===== config.mk =====
export PLATFORM = sky130hd
export DESIGN_NAME = wbe_back
export DESIGN_NICKNAME = d
export VERILOG_FILES = /design/src/hdl/wbe_pkg.sv /design/src/hdl/wbe_log2.sv /design/src/hdl/wbe_back.sv
export SDC_FILE = /design/constraint.sdc
export NUM_CORES = 2
export LEC_CHECK = 0
export BUFFER_PORTS_ARGS = -buffer_cell sky130_fd_sc_hd__buf_2
export CAP_MARGIN = 20
export CORE_UTILIZATION = 41
export CTS_BUF_LIST = sky130_fd_sc_hd__clkbuf_2
export DETAILED_ROUTE_END_ITERATION = 7
export SYNTH_ARGS = -nofsm -noshare
export SYNTH_HDL_FRONTEND = slang
export SYNTH_SLANG_ARGS = --single-unit

===== constraint.sdc =====
create_clock -name clk -period 11.2 [get_ports clk]
set_clock_uncertainty 0.05 [all_clocks]
set_input_delay 1.12 -clock clk [delete_from_list [all_inputs] [get_ports clk]]
set_output_delay 1.12 -clock clk [all_outputs]
set_load 0.02 [all_outputs]

===== src/hdl/wbe_pkg.sv =====
// Shared types and constants of the windowed byte entropy block.
// No dependencies.
package wbe_pkg;

  localparam int DATA_W = 8;
  localparam int NBINS  = 256;
  localparam int CFG_W  = 17;
  localparam int ENT_W  = 20;
  localparam int LEN_W  = 17;
  localparam int QF     = 32;

  localparam logic [CFG_W-1:0] BLOCK_SIZE_RST = 17'd4096;

  typedef struct packed {
    logic [DATA_W-1:0] data_byte;
    logic              stream_end;
  } in_req_t;

  typedef struct packed {
    logic [ENT_W-1:0] entropy;
    logic [LEN_W-1:0] block_length;
    logic             final_block;
  } out_req_t;

endpackage


===== src/hdl/wbe_log2.sv =====
// Iterative log2 unit, unsigned Q32 result, one result bit per cycle by squaring.
// Depends on wbe_pkg.
module wbe_log2 #(
  parameter int NW = 17
) (
  input  logic                                   clk,
  input  logic                                   rst_n,
  input  logic                                   start,
  input  logic [NW-1:0]                          n,
  output logic                                   done,
  output logic [$clog2(NW)+wbe_pkg::QF-1:0]      res
);
  import wbe_pkg::*;

  localparam int KW = $clog2(NW);
  localparam int LW = KW + QF;

  logic [30:0]    m_r;
  logic [KW-1:0]  k_r;
  logic [QF-1:0]  frac_r;
  logic [4:0]     bit_r;
  logic           run_r;
  logic           done_r;
  logic           zero_r;

  logic [KW-1:0]  k;
  logic [30:0]    m0;
  logic [61:0]    sq;
  logic [31:0]    sr;

  always_comb begin
    k = '0;
    for (int i = 0; i < NW; i++) begin
      if (n[i]) k = KW'(i);
    end
  end

  assign m0 = 31'(n) << (30 - int'(k));
  assign sq = m_r * m_r;
  assign sr = 32'((sq + (62'd1 << 29)) >> 30);

  always_ff @(posedge clk) begin
    if (!rst_n) begin
      run_r  <= 1'b0;
      done_r <= 1'b0;
    end else begin
      done_r <= run_r && (bit_r == 5'd0);
      if (start && !run_r) begin
        m_r    <= m0;
        k_r    <= k;
        zero_r <= (n < NW'(2));
        frac_r <= '0;
        bit_r  <= 5'd31;
        run_r  <= 1'b1;
      end else if (run_r) begin
        frac_r[bit_r] <= sr[31];
        m_r           <= sr[31] ? sr[31:1] : sr[30:0];
        bit_r         <= bit_r - 5'd1;
        if (bit_r == 5'd0) begin
          run_r <= 1'b0;
        end
      end
    end
  end

  assign done = done_r;
  assign res  = zero_r ? '0 : LW'({k_r, frac_r});

endmodule


===== src/hdl/wbe_back.sv =====
// Back part: per closed block, log2 of the length and a long division, then rounding.
// Depends on wbe_pkg and wbe_log2; drives the result channel.
module wbe_back #(
  parameter int CW            = 17,
  parameter int WW            = 54,
  parameter int FRACTION_BITS = 16
) (
  input  logic               clk,
  input  logic               rst_n,
  input  logic               q_empty,
  output logic               q_pop,
  input  logic [WW+CW:0]     q_rdata,
  output logic               out_valid,
  input  logic               out_stall,
  output wbe_pkg::out_req_t  out_req
);
  import wbe_pkg::*;

  localparam int KW = $clog2(CW);
  localparam int LW = KW + QF;
  localparam int SH = QF - FRACTION_BITS;
  localparam int DW = $clog2(WW + 1);
  localparam logic [WW:0] ENT_MAX = (WW+1)'((64'd1 << ENT_W) - 64'd1);

  typedef enum logic {B_IDLE, B_RUN} state_t;

  state_t          state_r;
  logic [CW-1:0]   len_r;
  logic            last_r;
  logic [WW-1:0]   dvd_r;
  logic [CW-1:0]   rem_r;
  logic [DW-1:0]   dcnt_r;
  logic            lg_ok_r;
  logic [LW-1:0]   lg_r;
  logic            out_valid_r;
  out_req_t        out_req_r;

  logic            lg_start;
  logic            lg_done;
  logic [LW-1:0]   lg_res;
  logic [CW:0]     rem_sh;
  logic            qbit;
  logic [WW-1:0]   diff;
  logic [WW:0]     rnd;
  logic            slot_free;
  logic            finish;

  assign lg_start  = (state_r == B_IDLE) && !q_empty;
  assign q_pop     = lg_start;
  assign slot_free = !out_valid_r || !out_stall;
  assign finish    = (state_r == B_RUN) && lg_ok_r && (dcnt_r == '0) && slot_free;

  wbe_log2 #(.NW(CW)) u_log2 (
    .clk   (clk),
    .rst_n (rst_n),
    .start (lg_start),
    .n     (q_rdata[CW:1]),
    .done  (lg_done),
    .res   (lg_res)
  );

  assign rem_sh = {rem_r, dvd_r[WW-1]};
  assign qbit   = (rem_sh >= {1'b0, len_r});
  assign diff   = (WW'(lg_r) > dvd_r) ? (WW'(lg_r) - dvd_r) : '0;
  assign rnd    = ({1'b0, diff} + ((WW+1)'(1) << (SH - 1))) >> SH;

  always_ff @(posedge clk) begin
    if (!rst_n) begin
      state_r     <= B_IDLE;
      out_valid_r <= 1'b0;
      lg_ok_r     <= 1'b0;
      dcnt_r      <= '0;
    end else begin
      if (finish) out_valid_r <= 1'b1;
      else if (out_valid_r && !out_stall) out_valid_r <= 1'b0;
      if (lg_start) lg_ok_r <= 1'b0;
      else if (lg_done) lg_ok_r <= 1'b1;
      if (lg_done) lg_r <= lg_res;
      unique case (state_r)
        B_IDLE: begin
          if (lg_start) begin
            dvd_r   <= q_rdata[WW+CW:CW+1];
            len_r   <= q_rdata[CW:1];
            last_r  <= q_rdata[0];
            rem_r   <= '0;
            dcnt_r  <= DW'(WW);
            state_r <= B_RUN;
          end
        end
        B_RUN: begin
          if (dcnt_r != '0) begin
            rem_r  <= qbit ? CW'(rem_sh - {1'b0, len_r}) : rem_sh[CW-1:0];
            dvd_r  <= {dvd_r[WW-2:0], qbit};
            dcnt_r <= dcnt_r - DW'(1);
          end
          if (finish) begin
            out_req_r.entropy      <= (rnd > ENT_MAX) ? '1 : rnd[ENT_W-1:0];
            out_req_r.block_length <= LEN_W'(len_r);
            out_req_r.final_block  <= last_r;
            state_r                <= B_IDLE;
          end
        end
        default: state_r <= B_IDLE;
      endcase
    end
  end

  assign out_valid = out_valid_r;
  assign out_req   = out_req_r;

endmodule


==> metrics.yaml <==
cp-start-kind: "flip-flop"
root_buffer: "clkbuf_2"
tritoncts: "built"
cts.path.max_buffers: 3
coreArea_mm2: 0.1035
num_rows: 118
highest_layer: "met4"
end_kind: "flip-flop"
grt-ovfl-total: 0
setup_tns_ps: 0
grt_pass1_wl_um: 176600
critPathMaxStageDelay_ps: 990
ctsHoldBuffers: 0
drt-total-wl_um: 109000
synthCells: 4487
dr.pass1.iters: 5
synthFlopType: "edfxtp_1"
path_class: "reg -> reg"
maxCapViolations: 0
post_cts_buffers: 0
final.period_utilization: 0.9287
portBuffers: 115
syn_area_mm2: 0.04279
cp_max_fo: 37
area_growth_pct: 6.669
fp.dieArea_mm2: 0.1057
clkTransAtPathRegs_ps: 100
initial_core_util: 0.4135
drtIter0Drc: 1839
async_flop_share: 0
yosysSeqAreaShare: 0.1721
met1_length_um: 47540
crit_top_cell: "fa_1"
first_global_vias: 32434
vias: 30428
drive_gt1_frac: 0.08576
cts_resized: 0
final_cell_mix: "inv_1 (1137), fa_1 (753), nand2_1 (423)"
ys_seq_elements: 249
yosysWarnings: 0
die_w_um: 325.1
worstMarginPinSlew_ps: 1249
ios: 116
die_height_um: 325.1
clock-sinks: 249
status: "completed"
nets: 5749
drtAntennaViolNets: 0
clk_latency_ps: 960
postSynthAreaPerCell_um2: 9.538
synth_cell_types: 86
wl_met2_um: 53760
final_common_cell: "inv_1"
relSlewSlack: 0.1670
synth-edff-count: 238
cp.required_ps: 11870
postSynthNetCount: 5679
antenna_found_initial: 1
place_congestion: 0.9184
setup_violations: 0
drc: 0
hold_violations: 0
track_usage: 0.2109
slowest_stage: "edfxtp_1"
h-tree-depth: 3
slew_viol_final: 0
hpwl_um: 87420
wl_met3_um: 5207
wire_per_inst_um: 18.20
period_needed_ps: 10400
grt_setup_unrepaired: "no"
max_freq_mhz: 96.14
arrival_ps: 11070
fill_cells: 10083
post_drt_via_cell_ratio: 5.081
cts_buffers: 70
worstHoldPathType: "in -> reg"
grt_max_degree: 70
[sequential cells by signal (all words and copies together), names as in the netlist, 6 cells and up]
signal,flops
out_req,38
u_log2.frac_r,32
lg_r,37
rem_r,17
u_log2.m_r,31
len_r,17
dvd_r,54
dcnt_r,6
[synth_stat cells, types with 13 or more instances]
library cell / n / area, µm²
inv_1: 1137 / 4268
fa_1: 753 / 15070
nand2_1: 423 / 1588
ha_1: 363 / 4542
edfxtp_1: 238 / 7147
and2_1: 203 / 1270
a21oi_1: 163 / 815.8
nor2_1: 152 / 570.6
clkbuf_1: 147 / 551.8
nand3_1: 86 / 430.4
o21ai_0: 73 / 365.4
a21o_1: 63 / 473.0
mux2_2: 57 / 641.9
nor2b_1: 54 / 337.8
xnor2_1: 50 / 437.9
xor2_1: 49 / 429.2
nor3_1: 40 / 200.2
mux2i_1: 32 / 320.3
nand4_1: 30 / 187.7
and3_1: 27 / 168.9
o22ai_1: 22 / 137.6
a31oi_1: 21 / 131.4
a211oi_1: 20 / 150.1
buf_2: 17 / 85.08
nand2b_1: 15 / 93.84
or3_1: 15 / 93.84
o21a_1: 13 / 97.59
[through the flow]
stage,worst slack [ps],cell area (µm²),utilization,hold slack [ps],cells
6_report,798.6,45650,0.4411,311.3,5988
4_1_cts,967.9,45570,0.4403,164.5,5983
5_1_grt,303.5,45650,0.4410,174.2,5987
2_1_floorplan,2566,42790,-,350.3,4487
3_5_place_dp,1036,44880,0.4336,378.9,5862
3_3_place_gp,1084,44880,0.4336,351.9,5862
[cells by family (layout without fill, tap and decap cells)]
kind of cell               count (synthesis)  in the layout  synth area share
DFF                                      249            249            0.1721
xor gates and xnor gates                  99             99           0.02026
buffers and inverters                   1310           1429            0.1156
and+or+nand+nor                         1110           1110            0.1284
AOI/OAI and AO/OA                        502            502           0.07678
adders and majority gates               1117           1117            0.4586
muxes                                    100            100           0.02827
other                                      0              2                 0
[layout make-up]
class,instances,area [µm²],share of cell area
Tap cell,1380,1727,0.03782
Timing Repair Buffer,169,1046,0.02291
Clock inverter,22,197.7,0.004331
Multi-Input combinational cell,2928,30530,0.6689
Clock buffer,99,495.5,0.01085
Inverter,1139,4275,0.09366
Sequential cell,249,7368,0.1614
Antenna cell,2,5.005,0.0001096
[layer usage]
metal | up-vias | GRT usage
li1 | 14235 | -
met1 | 15248 | 0.2834
met2 | 793 | 0.3625
met3 | 152 | 0.02427
met4 | 0 | 0.05055
met5 | - | 0
[final timing paths]
| kind | depth (start not counted) | slack (ps) | to | startpoint |
|---|---|---|---|---|
| worst max-delay path | 29 | 800 | u_log2.frac_r[9]$_SDFFCE_PP0P_ | u_log2.m_r[9]$_DFFE_PP_ |
| worst min-delay path | 1 | 310 | last_r$_DFFE_PP_ | q_rdata[0] |
| worst max register to register | 29 | 800 | u_log2.frac_r[9]$_SDFFCE_PP0P_ | u_log2.m_r[9]$_DFFE_PP_ |
| worst min register to register | 0 | 400 | out_req[0]$_DFFE_PP_ | last_r$_DFFE_PP_ |
[worst max-delay path, delay by kind of cell (launching register included)]
| kind | cells | cell delay [ps] |
|---|---|---|
| fa+ha+maj | 9 | 4420 |
| compound gates | 10 | 3380 |
| buf+inv | 8 | 990 |
| flops | 1 | 990 |
| simple gates | 2 | 300 |
Power is left out: the tool's default activity adds up to more than one toggle a clock period on the data nets, which glitch-free logic cannot reach.
