## src/hdl/wbe_pkg.sv

```systemverilog
// Shared types and constants of the windowed byte entropy block.
// No dependencies.
package wbe_pkg;

  localparam int DATA_W = 8;
  localparam int NBINS  = 256;
  localparam int CFG_W  = 17;
  localparam int ENT_W  = 20;
  localparam int LEN_W  = 17;
  localparam int QF     = 32;

  localparam logic [CFG_W-1:0] BLOCK_SIZE_RST = 17'd4096;

  typedef struct packed {
    logic [DATA_W-1:0] data_byte;
    logic              stream_end;
  } in_req_t;

  typedef struct packed {
    logic [ENT_W-1:0] entropy;
    logic [LEN_W-1:0] block_length;
    logic             final_block;
  } out_req_t;

endpackage

```

## src/hdl/wbe_queue.sv

```systemverilog
// Two-entry queue between the histogram front and the entropy back.
// Depends on wbe_pkg.
module wbe_queue #(
  parameter int W = 8
) (
  input  logic         clk,
  input  logic         rst_n,
  input  logic         push,
  input  logic [W-1:0] wdata,
  input  logic         pop,
  output logic [W-1:0] rdata,
  output logic         full,
  output logic         empty
);
  import wbe_pkg::*;

  logic [W-1:0] slot_r [2];
  logic         wp_r;
  logic         rp_r;
  logic [1:0]   cnt_r;

  always_ff @(posedge clk) begin
    if (!rst_n) begin
      wp_r  <= 1'b0;
      rp_r  <= 1'b0;
      cnt_r <= 2'd0;
    end else begin
      if (push) begin
        slot_r[wp_r] <= wdata;
        wp_r         <= ~wp_r;
      end
      if (pop) rp_r <= ~rp_r;
      cnt_r <= cnt_r + {1'b0, push} - {1'b0, pop};
    end
  end

  assign rdata = slot_r[rp_r];
  assign full  = (cnt_r == 2'd2);
  assign empty = (cnt_r == 2'd0);

endmodule

```

## config.mk

```make
export PLATFORM = sky130hd
export DESIGN_NAME = wbe_queue
export DESIGN_NICKNAME = d
export VERILOG_FILES = /design/src/hdl/wbe_pkg.sv /design/src/hdl/wbe_queue.sv
export SDC_FILE = /design/constraint.sdc
export NUM_CORES = 1
export LEC_CHECK = 0
export ABC_AREA = 1
export BUFFER_PORTS_ARGS = -buffer_cell sky130_fd_sc_hd__buf_2
export CAP_MARGIN = 20
export CORE_MARGIN = 2
export CORE_UTILIZATION = 44
export DETAILED_ROUTE_END_ITERATION = 7
export PLACE_DENSITY_LB_ADDON = 0.15
export SETUP_SLACK_MARGIN = 0.3
export SLEW_MARGIN = 10
export SYNTH_ARGS = -nofsm -noshare
export SYNTH_HDL_FRONTEND = slang
export SYNTH_SLANG_ARGS = --single-unit
```

## constraint.sdc

```tcl
create_clock -name clk -period 1.5 [get_ports clk]
set_clock_uncertainty 0.05 [all_clocks]
set_input_delay 0.15 -clock clk [delete_from_list [all_inputs] [get_ports clk]]
set_output_delay 0.15 -clock clk [all_outputs]
set_load 0.02 [all_outputs]
```

==> key figures, run 1 <==
Power
  – Combinational share of power: 0.257
  – Reg power frac: 0.538
  – Pwr Density: about 1000 nW/um^2
  – Sw Ratio: 0.259
  – Internal: between 900 and 1000 uW
  – NetSw: approximately 330 uW
  – Clock share of power: 0.205
  – Leakage: 0.000512 uW
  – VDD IR max: approximately 0.66 mV

Worst setup path
  – CP Cell Sequence: buf_8, mux2_4, buf_6
  – CP max stage cell: dfxtp_2
  – Crit path buffers/inverters: 2
  – Worst setup SP type: register
  – Critical Path RT: 1300 ps
  – Crit. End Element: output pin
  – Crit-path max FO: 8
  – WS Path Type: reg -> out
  – CP peak stage delay: 340 ps
  – Arr. time, crit path: between 1000 and 1500 ps
  – Top delay family on crit path: flip-flops

Clocking
  – Worst skew pair latency: 290 ps
  – Cts bufs inserted: 3
  – Worst-path clk slew: 110 ps
  – Clk root buf: clkbuf_4
  – CTS tree: done
  – CTS Buffer Depth: 2
  – CTS Sinks: 21
  – CTS H-Tree Depth: 1

STA
  – Minimum clock period: 1420 ps
  – Post-route clock period utilization: 0.947
  – # setup viols final: 0
  – Peak Freq: 704 MHz
  – Setup TNS: 0 ps
  – Hold WS: 27.7 ps
  – Slew Limit Fails: 0
  – RSZ-0062 raised after global routing: yes
  – Slew @ Worst Pin: ~200 ps
  – Fin. Hold Viols: 0
  – Relative slew slack: 0.865

Detailed routing
  – Total number of vias: 537
  – Via density: about 4.6
  – Starting DRT DRC Count: 12
  – Final wirelength: 1570 um
  – DR WL/cell: approximately 13 um
  – Routed Antenna Nets: 0
  – DRC Markers: 0
  – DR pass1 iterations: 4

Status
  – Outcome: completed

Job
  – Max Cap Viol: 0

Place
  – PortBufs: 21
  – RD Place Congestion: 0.579
  – Post-DP HPWL: 921 um

GRT
  – Total grt overflow: 0
  – Vias in the first global route: around 530
  – Global-route wire length before repair: 2170 um
  – Largest net degree at the start of global routing: 12
  – Gr usage total: 0.151
  – Initial antenna violation count: 0

Floorplan
  – Die Y: approximately 48 um
  – Cell Rows: 15
  – Die ar.: 2280 um^2
  – Top Ports: 22
  – Core Box Area: 1760 um^2
  – Die Wd: roughly 48 um
  – Starting Density: 0.477

Synthesis
  – #FFs+latches synth: 21
  – Cell variety after synth: 12
  – Sequential area share after synthesis: 0.690
  – Synth Warn #: 0
  – Synthesized cell area: 841 um^2
  – Cell count after synthesis: between 50 and 60
  – Syn Nets: 71
  – Syn Area/Cell: roughly 15 um^2

Finish
  – Commonest non-fill, non-tap cell in the layout: edfxtp_1
  – Share of cells above drive strength 1: 0.581
  – Ant. Diodes: 0
  – Fillers: 134
  – Most frequent cells in the layout: edfxtp_1, buf_2, buf_6
  – Layout area overhead: 47.9%
  – Layout Nets: 108

Min path
  – Hold Crit Class: in -> reg
metrics by stage:
step	instance area (um^2)	instances	setup slack (ps)	total power (uW)	util
global route	1240	118	17.4	1320	0.705
detailed placement	997	105	226	887	0.565
finish	1240	118	79.5	1260	0.705
floorplan	850	57	286	824	-
CTS	1200	118	62.0	1220	0.681
global placement	997	105	274	878	0.565
layer usage:
metal	share of wire	track usage
met1	0.36	0.139
met3	0.033	0.0340
met2	0.59	0.291
met5	0	0
met4	0.013	0.0973
registers in the layout (all words and copies together) (netlist names), named ones only:
signal and flops:
slot_r 16, cnt_r 2, wp_r 1, rp_r 1
power by group through the flow:
stage | logic [uW] | clock network (uW) | registers (uW)
2_1_floorplan | 143 | 0 | 681
3_3_place_gp | 196 | 0 | 682
3_5_place_dp | 203 | 0 | 684
4_1_cts | 279 | 271 | 673
5_1_grt | 349 | 291 | 681
6_report | 324 | 258 | 678
cell usage after synthesis, drive strengths merged:
cell type / instances / share of area
a21oi: 2 / 0.012
buf: 1 / 0.013
dfxtp: 5 / 0.12
edfxtp: 16 / 0.57
ha: 2 / 0.030
inv: 8 / 0.036
mux2: 8 / 0.14
nand2: 6 / 0.027
nand3: 1 / 0.0059
nor2: 6 / 0.027
nor3: 1 / 0.0059
xnor2: 1 / 0.010
logic make-up after synthesis:
kind of cell | after synthesis | synth area share
mux | 8 | 0.143
fa+ha+maj | 2 | 0.0298
xor+xnor | 1 | 0.0104
compound gates | 2 | 0.0119
flops | 21 | 0.690
simple gates | 14 | 0.0655
buf+inv | 9 | 0.0491
area by class of cell:
class	count	area, um^2	share of cell area
timing repair buffer	33	289	0.232
sequential	21	584	0.470
tap	25	31.3	0.0252
clock buffer	4	26.3	0.0211
multi-input combinational	27	283	0.227
inverter	8	30.0	0.0241
path summary, 6_finish.rpt:
kind / depth (start not counted) / endpoint / slack (ps) / from
min reg2reg: 2 / wp_r / 420 / wp_r
min: 3 / cnt_r[0] / 30 / rst_n
max: 3 / rdata[7] / 80 / register
max reg2reg: 8 / cnt_r[1] / 230 / cnt_r[0]
repair_timing:
item                                    in CTS  in global routing
hold endpoints to repair                    16                  0
endpoints found under the setup margin      10                 11
pin swaps                                    4                  4
hold buffers                                 8                  0
setup buffers                                1                  0
gates resized for setup                     27                 14
worst register-to-register path, stage by stage, from the launching register on:
cell     delay, ps
dfxtp_2        360
inv_2           50
ha_4           250
inv_2           30
ha_4           150
inv_2           50
nand2_2         60
a21oi_2        140
nor2_2          50
Note: power is estimated with default switching activity, not from simulation.
==> inputs of run 2 (changes only) <==
Settings changed: BUFFER_PORTS_ARGS -buffer_cell sky130_fd_sc_hd__buf_2 to -buffer_cell sky130_fd_sc_hd__buf_4.
==> key figures, run 2 (synthesized netlist as in run 1, its figures left out) <==
Status
  – Outcome: completed (unchanged)

Worst setup path
  – CP max stage cell: dfxtp_2 (unchanged)
  – WS Path Type: reg -> out (unchanged)
  – Critical Path RT: 1300 ps (about the same)
  – Arr. time, crit path: 1230 ps (was 1220 ps)
  – CP Cell Sequence: buf_8, mux2_4, buf_6 (unchanged)
  – Crit-path max FO: 8 (unchanged)
  – CP peak stage delay: 350 ps (was 340 ps)
  – Worst setup SP type: register (unchanged)
  – Top delay family on crit path: flip-flops (unchanged)
  – Crit. End Element: output pin (unchanged)
  – Crit path buffers/inverters: 2 (unchanged)

Floorplan
  – Cell Rows: 15 (unchanged)
  – Die ar.: 2280 um^2 (unchanged)
  – Die Y: 47.7 um (unchanged)
  – Top Ports: 22 (unchanged)
  – Die Wd: 47.7 um (unchanged)
  – Starting Density: 0.477 (unchanged)
  – Core Box Area: 1760 um^2 (unchanged)

GRT
  – Initial antenna violation count: 0 (unchanged)
  – Vias in the first global route: 490 (was 529)
  – Global-route wire length before repair: 1900 um (was 2170 um)
  – Gr usage total: 0.130 (was 0.151)
  – Largest net degree at the start of global routing: 13 (was 12)
  – Total grt overflow: 0 (unchanged)

Job
  – Max Cap Viol: 0 (unchanged)

Power
  – Leakage: 0.000526 uW (was 0.000512 uW)
  – Internal: 933 uW (was 934 uW)
  – VDD IR max: 0.580 mV (was 0.661 mV)
  – Sw Ratio: 0.255 (was 0.259)
  – NetSw: 319 uW (was 327 uW)
  – Pwr Density: 989 nW/um^2 (was 1010 nW/um^2)
  – Reg power frac: 0.539 (was 0.538)
  – Clock share of power: 0.208 (was 0.205)
  – Power Total: 1250 uW (was 1260 uW)
  – Combinational share of power: 0.253 (was 0.257)

Clocking
  – Worst-path clk slew: 110 ps (about the same)
  – CTS Buffer Depth: 2 (unchanged)
  – CTS tree: done (unchanged)
  – Worst skew pair latency: 290 ps (about the same)
  – Cts bufs inserted: 3 (unchanged)
  – CTS Sinks: 21 (unchanged)
  – Clk root buf: clkbuf_4 (unchanged)
  – CTS H-Tree Depth: 1 (unchanged)

Place
  – Post-DP HPWL: 905 um (was 921 um)
  – PortBufs: 21 (unchanged)
  – Inst Count DP: 105 (unchanged)
  – Post-DP Area: 1050 um^2 (was 997 um^2)
  – RD Place Congestion: 0.600 (was 0.579)

STA
  – Relative slew slack: 0.883 (was 0.865)
  – Peak Freq: 699 MHz (was 704 MHz)
  – Minimum clock period: 1430 ps (was 1420 ps)
  – Slew Limit Fails: 0 (unchanged)
  – Setup TNS: 0 ps (unchanged)
  – Slew @ Worst Pin: 174 ps (was 200 ps)
  – RSZ-0062 raised after global routing: yes (unchanged)
  – # setup viols final: 0 (unchanged)
  – Post-route clock period utilization: 0.953 (was 0.947)
  – Fin. Hold Viols: 0 (unchanged)

Finish
  – Layout area overhead: 50.6% (was 47.9%)
  – Top reg by flops: slot_r (unchanged)
  – Commonest non-fill, non-tap cell in the layout: edfxtp_1 (unchanged)
  – Ant. Diodes: 0 (unchanged)
  – Non-filler instance count after layout: 119 (was 118)
  – Final core utilization: 0.718 (was 0.705)
  – Largest regs: slot_r x16, cnt_r x2 (unchanged)
  – Sequential cell area: 584 um^2 (unchanged)
  – Most frequent cells in the layout: edfxtp_1, buf_4, buf_6 (was edfxtp_1, buf_2, buf_6)
  – Final instance area: 1270 um^2 (was 1240 um^2)
  – Max reg flops: 16 (unchanged)
  – Multi-input logic area: 270 um^2 (was 283 um^2)
  – Layout Nets: 109 (was 108)
  – Fillers: 136 (was 134)
  – Share of cells above drive strength 1: 0.553 (was 0.581)

Min path
  – Hold Crit Class: in -> reg (unchanged)

Detailed routing
  – DRC Markers: 0 (unchanged)
  – Total number of vias: 537 (unchanged)
  – DR WL/cell: 11.7 um (was 13.3 um)
  – Via density: 4.51 (was 4.55)
  – Final wirelength: 1390 um (was 1570 um)
  – Starting DRT DRC Count: 2 (was 12)
  – Routed Antenna Nets: 0 (unchanged)
  – DR pass1 iterations: 2 (was 4)
==> run 2: cell types whose count changed in the layout (fill, tap and decap cells not counted), sizes merged <==
cell and change:
clkbuf -1, clkinv +1, dlygate4sd3 +1
==> run 2: repair_timing <==
action | in CTS | in global routing
setup buffers | 0 | 1
endpoints found under the setup margin | 9 | 10
pin swaps | 4 | 2
gates resized for setup | 20 | 6
hold endpoints to repair | 17 | 0
hold buffers | 9 | 0
==> run 2: power groups by stage <==
| stage | sequential (uW) | combinational (uW) | clock (uW) |
|---|---|---|---|
| floorplan | 681 | 143 | 0 |
| global route | 678 | 340 | 286 |
| CTS | 673 | 291 | 272 |
| detailed placement | 684 | 227 | 0 |
| global placement | 682 | 222 | 0 |
| finish | 675 | 316 | 260 |
==> run 2: stage by stage <==
step,setup WS [ps],hold slack (ps)
after floorplan,286,193
after global placement,273,286
after detailed placement,222,289
after CTS,53.5,26.0
after global routing,31.7,35.1
final,70.3,40.2
==> run 2: metal layers <==
layer / vias to the layer above / track usage / wire length (um)
met2: 14 / 0.251 / 769
met1: 251 / 0.123 / 551
met3: 4 / 0.0340 / 46
met5: - / 0 / 0
li1: 268 / - / -
met4: 0 / 0.0649 / 22
==> run 2: worst paths after layout <==
path         cells past startpoint  startpoint  slack (ps)  endpoint
max                              3    register          70  rdata[6]
min reg2reg                      2        wp_r         430      wp_r
min                              3       rst_n          40  cnt_r[1]
max reg2reg                      9    cnt_r[0]         230  cnt_r[1]
==> run 2: layout make-up <==
| class | instances | share of cell area |
|---|---|---|
| Tap cell | 25 | 0.0247 |
| Timing Repair Buffer | 34 | 0.255 |
| Inverter | 8 | 0.0237 |
| Multi-Input combinational cell | 27 | 0.213 |
| Sequential cell | 21 | 0.461 |
| Clock inverter | 1 | 0.00395 |
| Clock buffer | 3 | 0.0178 |
==> run 2: worst min-delay path, delay by kind of cell <==
family                 cells  cell delay, ps
buffers and inverters      1             120
and+or+nand+nor            2              90
==> inputs of run 3 (changes only) <==
Settings changed: REMOVE_ABC_BUFFERS from default to 1.
==> key figures, run 3 (synthesized netlist as in run 1, its figures left out) <==
Finish
  – Commonest non-fill, non-tap cell in the layout: edfxtp_1 (unchanged)
  – Ant. Diodes: 0 (unchanged)
  – Layout Nets: 110 (was 109)
  – Most frequent cells in the layout: edfxtp_1, buf_4, buf_6 (unchanged)
  – Layout area overhead: 52.7% (was 50.6%)
  – Share of cells above drive strength 1: 0.558 (was 0.553)
  – Largest regs: slot_r x16, cnt_r x2 (unchanged)
  – Top reg by flops: slot_r (unchanged)
  – Max reg flops: 16 (unchanged)

STA
  – Slew @ Worst Pin: 166 ps (was 174 ps)
  – Relative slew slack: 0.889 (was 0.883)
  – Hold WS: 20.3 ps (was 40.2 ps)
  – Peak Freq: 700 MHz (was 699 MHz)
  – Post-route clock period utilization: 0.952 (was 0.953)
  – Fin. Hold Viols: 0 (unchanged)
  – Slew Limit Fails: 0 (unchanged)
  – RSZ-0062 raised after global routing: yes (unchanged)
  – Setup TNS: 0 ps (unchanged)
  – Minimum clock period: 1430 ps (about the same)
  – # setup viols final: 0 (unchanged)

Worst setup path
  – Critical Path RT: 1300 ps (about the same)
  – WS Path Type: reg -> out (unchanged)
  – Crit. End Element: output pin (unchanged)
  – Crit-path max FO: 8 (unchanged)
  – Worst setup SP type: register (unchanged)
  – Arr. time, crit path: 1230 ps (about the same)
  – CP peak stage delay: 350 ps (about the same)
  – CP Cell Sequence: buf_8, mux2_4, buf_6 (unchanged)
  – CP max stage cell: dfxtp_2 (unchanged)

GRT
  – Total grt overflow: 0 (unchanged)
  – Gr usage total: 0.135 (was 0.130)
  – Initial antenna violation count: 0 (unchanged)
  – Largest net degree at the start of global routing: 12 (was 13)
  – Vias in the first global route: 519 (was 490)
  – Global-route wire length before repair: 1960 um (was 1900 um)

Job
  – Max Cap Viol: 0 (unchanged)

Floorplan
  – Die Wd: 47.7 um (unchanged)
  – Top Ports: 22 (unchanged)
  – Cell Rows: 15 (unchanged)
  – Starting Density: 0.477 (unchanged)
  – Die ar.: 2280 um^2 (unchanged)
  – Die Y: 47.7 um (unchanged)
  – Core Box Area: 1760 um^2 (unchanged)

Detailed routing
  – Total number of vias: 560 (was 537)
  – DRC Markers: 0 (unchanged)
  – Via density: 4.67 (was 4.51)
  – Starting DRT DRC Count: 7 (was 2)
  – Routed Antenna Nets: 0 (unchanged)
  – DR WL/cell: 11.4 um (was 11.7 um)
  – Final wirelength: 1370 um (was 1390 um)
  – DR pass1 iterations: 4 (was 2)

Place
  – RD Place Congestion: 0.643 (was 0.600)
  – Post-DP HPWL: 922 um (was 905 um)
  – PortBufs: 21 (unchanged)

Power
  – Sw Ratio: 0.253 (was 0.255)
  – Reg power frac: 0.533 (was 0.539)
  – Internal: 948 uW (was 933 uW)
  – Pwr Density: 989 nW/um^2 (about the same)
  – NetSw: 322 uW (was 319 uW)
  – Combinational share of power: 0.260 (was 0.253)
  – VDD IR max: 0.620 mV (was 0.580 mV)
  – Leakage: 0.000531 uW (was 0.000526 uW)
  – Clock share of power: 0.207 (was 0.208)

Status
  – Outcome: completed (unchanged)

Clocking
  – Worst skew pair latency: 300 ps (was 290 ps)
  – Clk root buf: clkbuf_4 (unchanged)
  – CTS H-Tree Depth: 1 (unchanged)
  – Worst-path clk slew: 110 ps (about the same)
  – CTS Sinks: 21 (unchanged)
  – Cts bufs inserted: 3 (unchanged)
  – CTS tree: done (unchanged)
  – CTS Buffer Depth: 2 (unchanged)

Min path
  – Hold Crit Class: in -> reg (unchanged)
## run 3: cell count changes in the layout (fill, tap and decap cells not counted), sizes merged
cell / previous run / this run
clkbuf: 3 / 4
buf: 25 / 26
clkinv: 1 / 0
## run 3: final cells by class
type                    instances  area [um^2]
repair buffers                 35          334
multi-input cells              27          278
flip-flops and latches         21          584
inverters                       8         30.0
fillers                       134          480
clock buffers                   4         26.3
well taps                      25         31.3
## run 3: critical path, delay by kind of cell, from the launching register on
family	cells	cell delay (ps)
DFF	1	350
muxes	1	310
buffers and inverters	2	270
## run 3: power by group through the flow
stage | sequential [uW] | combinational (uW) | clock, uW
2_1_floorplan | 689 | 127 | 0
3_3_place_gp | 681 | 220 | 0
3_5_place_dp | 684 | 226 | 0
4_1_cts | 674 | 296 | 272
5_1_grt | 680 | 358 | 288
6_report | 677 | 330 | 263
## run 3: metrics by stage
stage                     instances  setup slack [ps]  total power [uW]   util  area [um^2]
final                           120              72.3              1270  0.728         1280
after global routing            120              28.7              1330  0.728         1280
after CTS                       119              51.4              1240  0.702         1240
after detailed placement        105               167               910  0.590         1040
after global placement          105               240               901  0.590         1040
after floorplan                  56              67.3               815      -          830
## run 3: routing by layer
| layer | vias up | track usage | share of wire |
|---|---|---|---|
| li1 | 269 | - | - |
| met1 | 268 | 0.125 | 0.36 |
| met2 | 18 | 0.243 | 0.56 |
| met3 | 5 | 0.0340 | 0.049 |
| met4 | 0 | 0.114 | 0.034 |
| met5 | - | 0 | 0 |
## run 3: worst paths after layout
check	from	to	slack, ps	depth (start not counted)
worst max-delay path	register	rdata[1]	70	3
worst min-delay path	rst_n	cnt_r[1]	20	3
worst max register to register	cnt_r[0]	cnt_r[1]	260	8
worst min register to register	wp_r	wp_r	430	2
## run 3: repair_timing
action	in CTS	in global routing
cloned	0	0
hold endpoints to repair	17	0
resized for setup	21	11
setup buffers	1	1
pin swaps	5	4
setup endpoints to repair	10	19
hold buffers	9	0
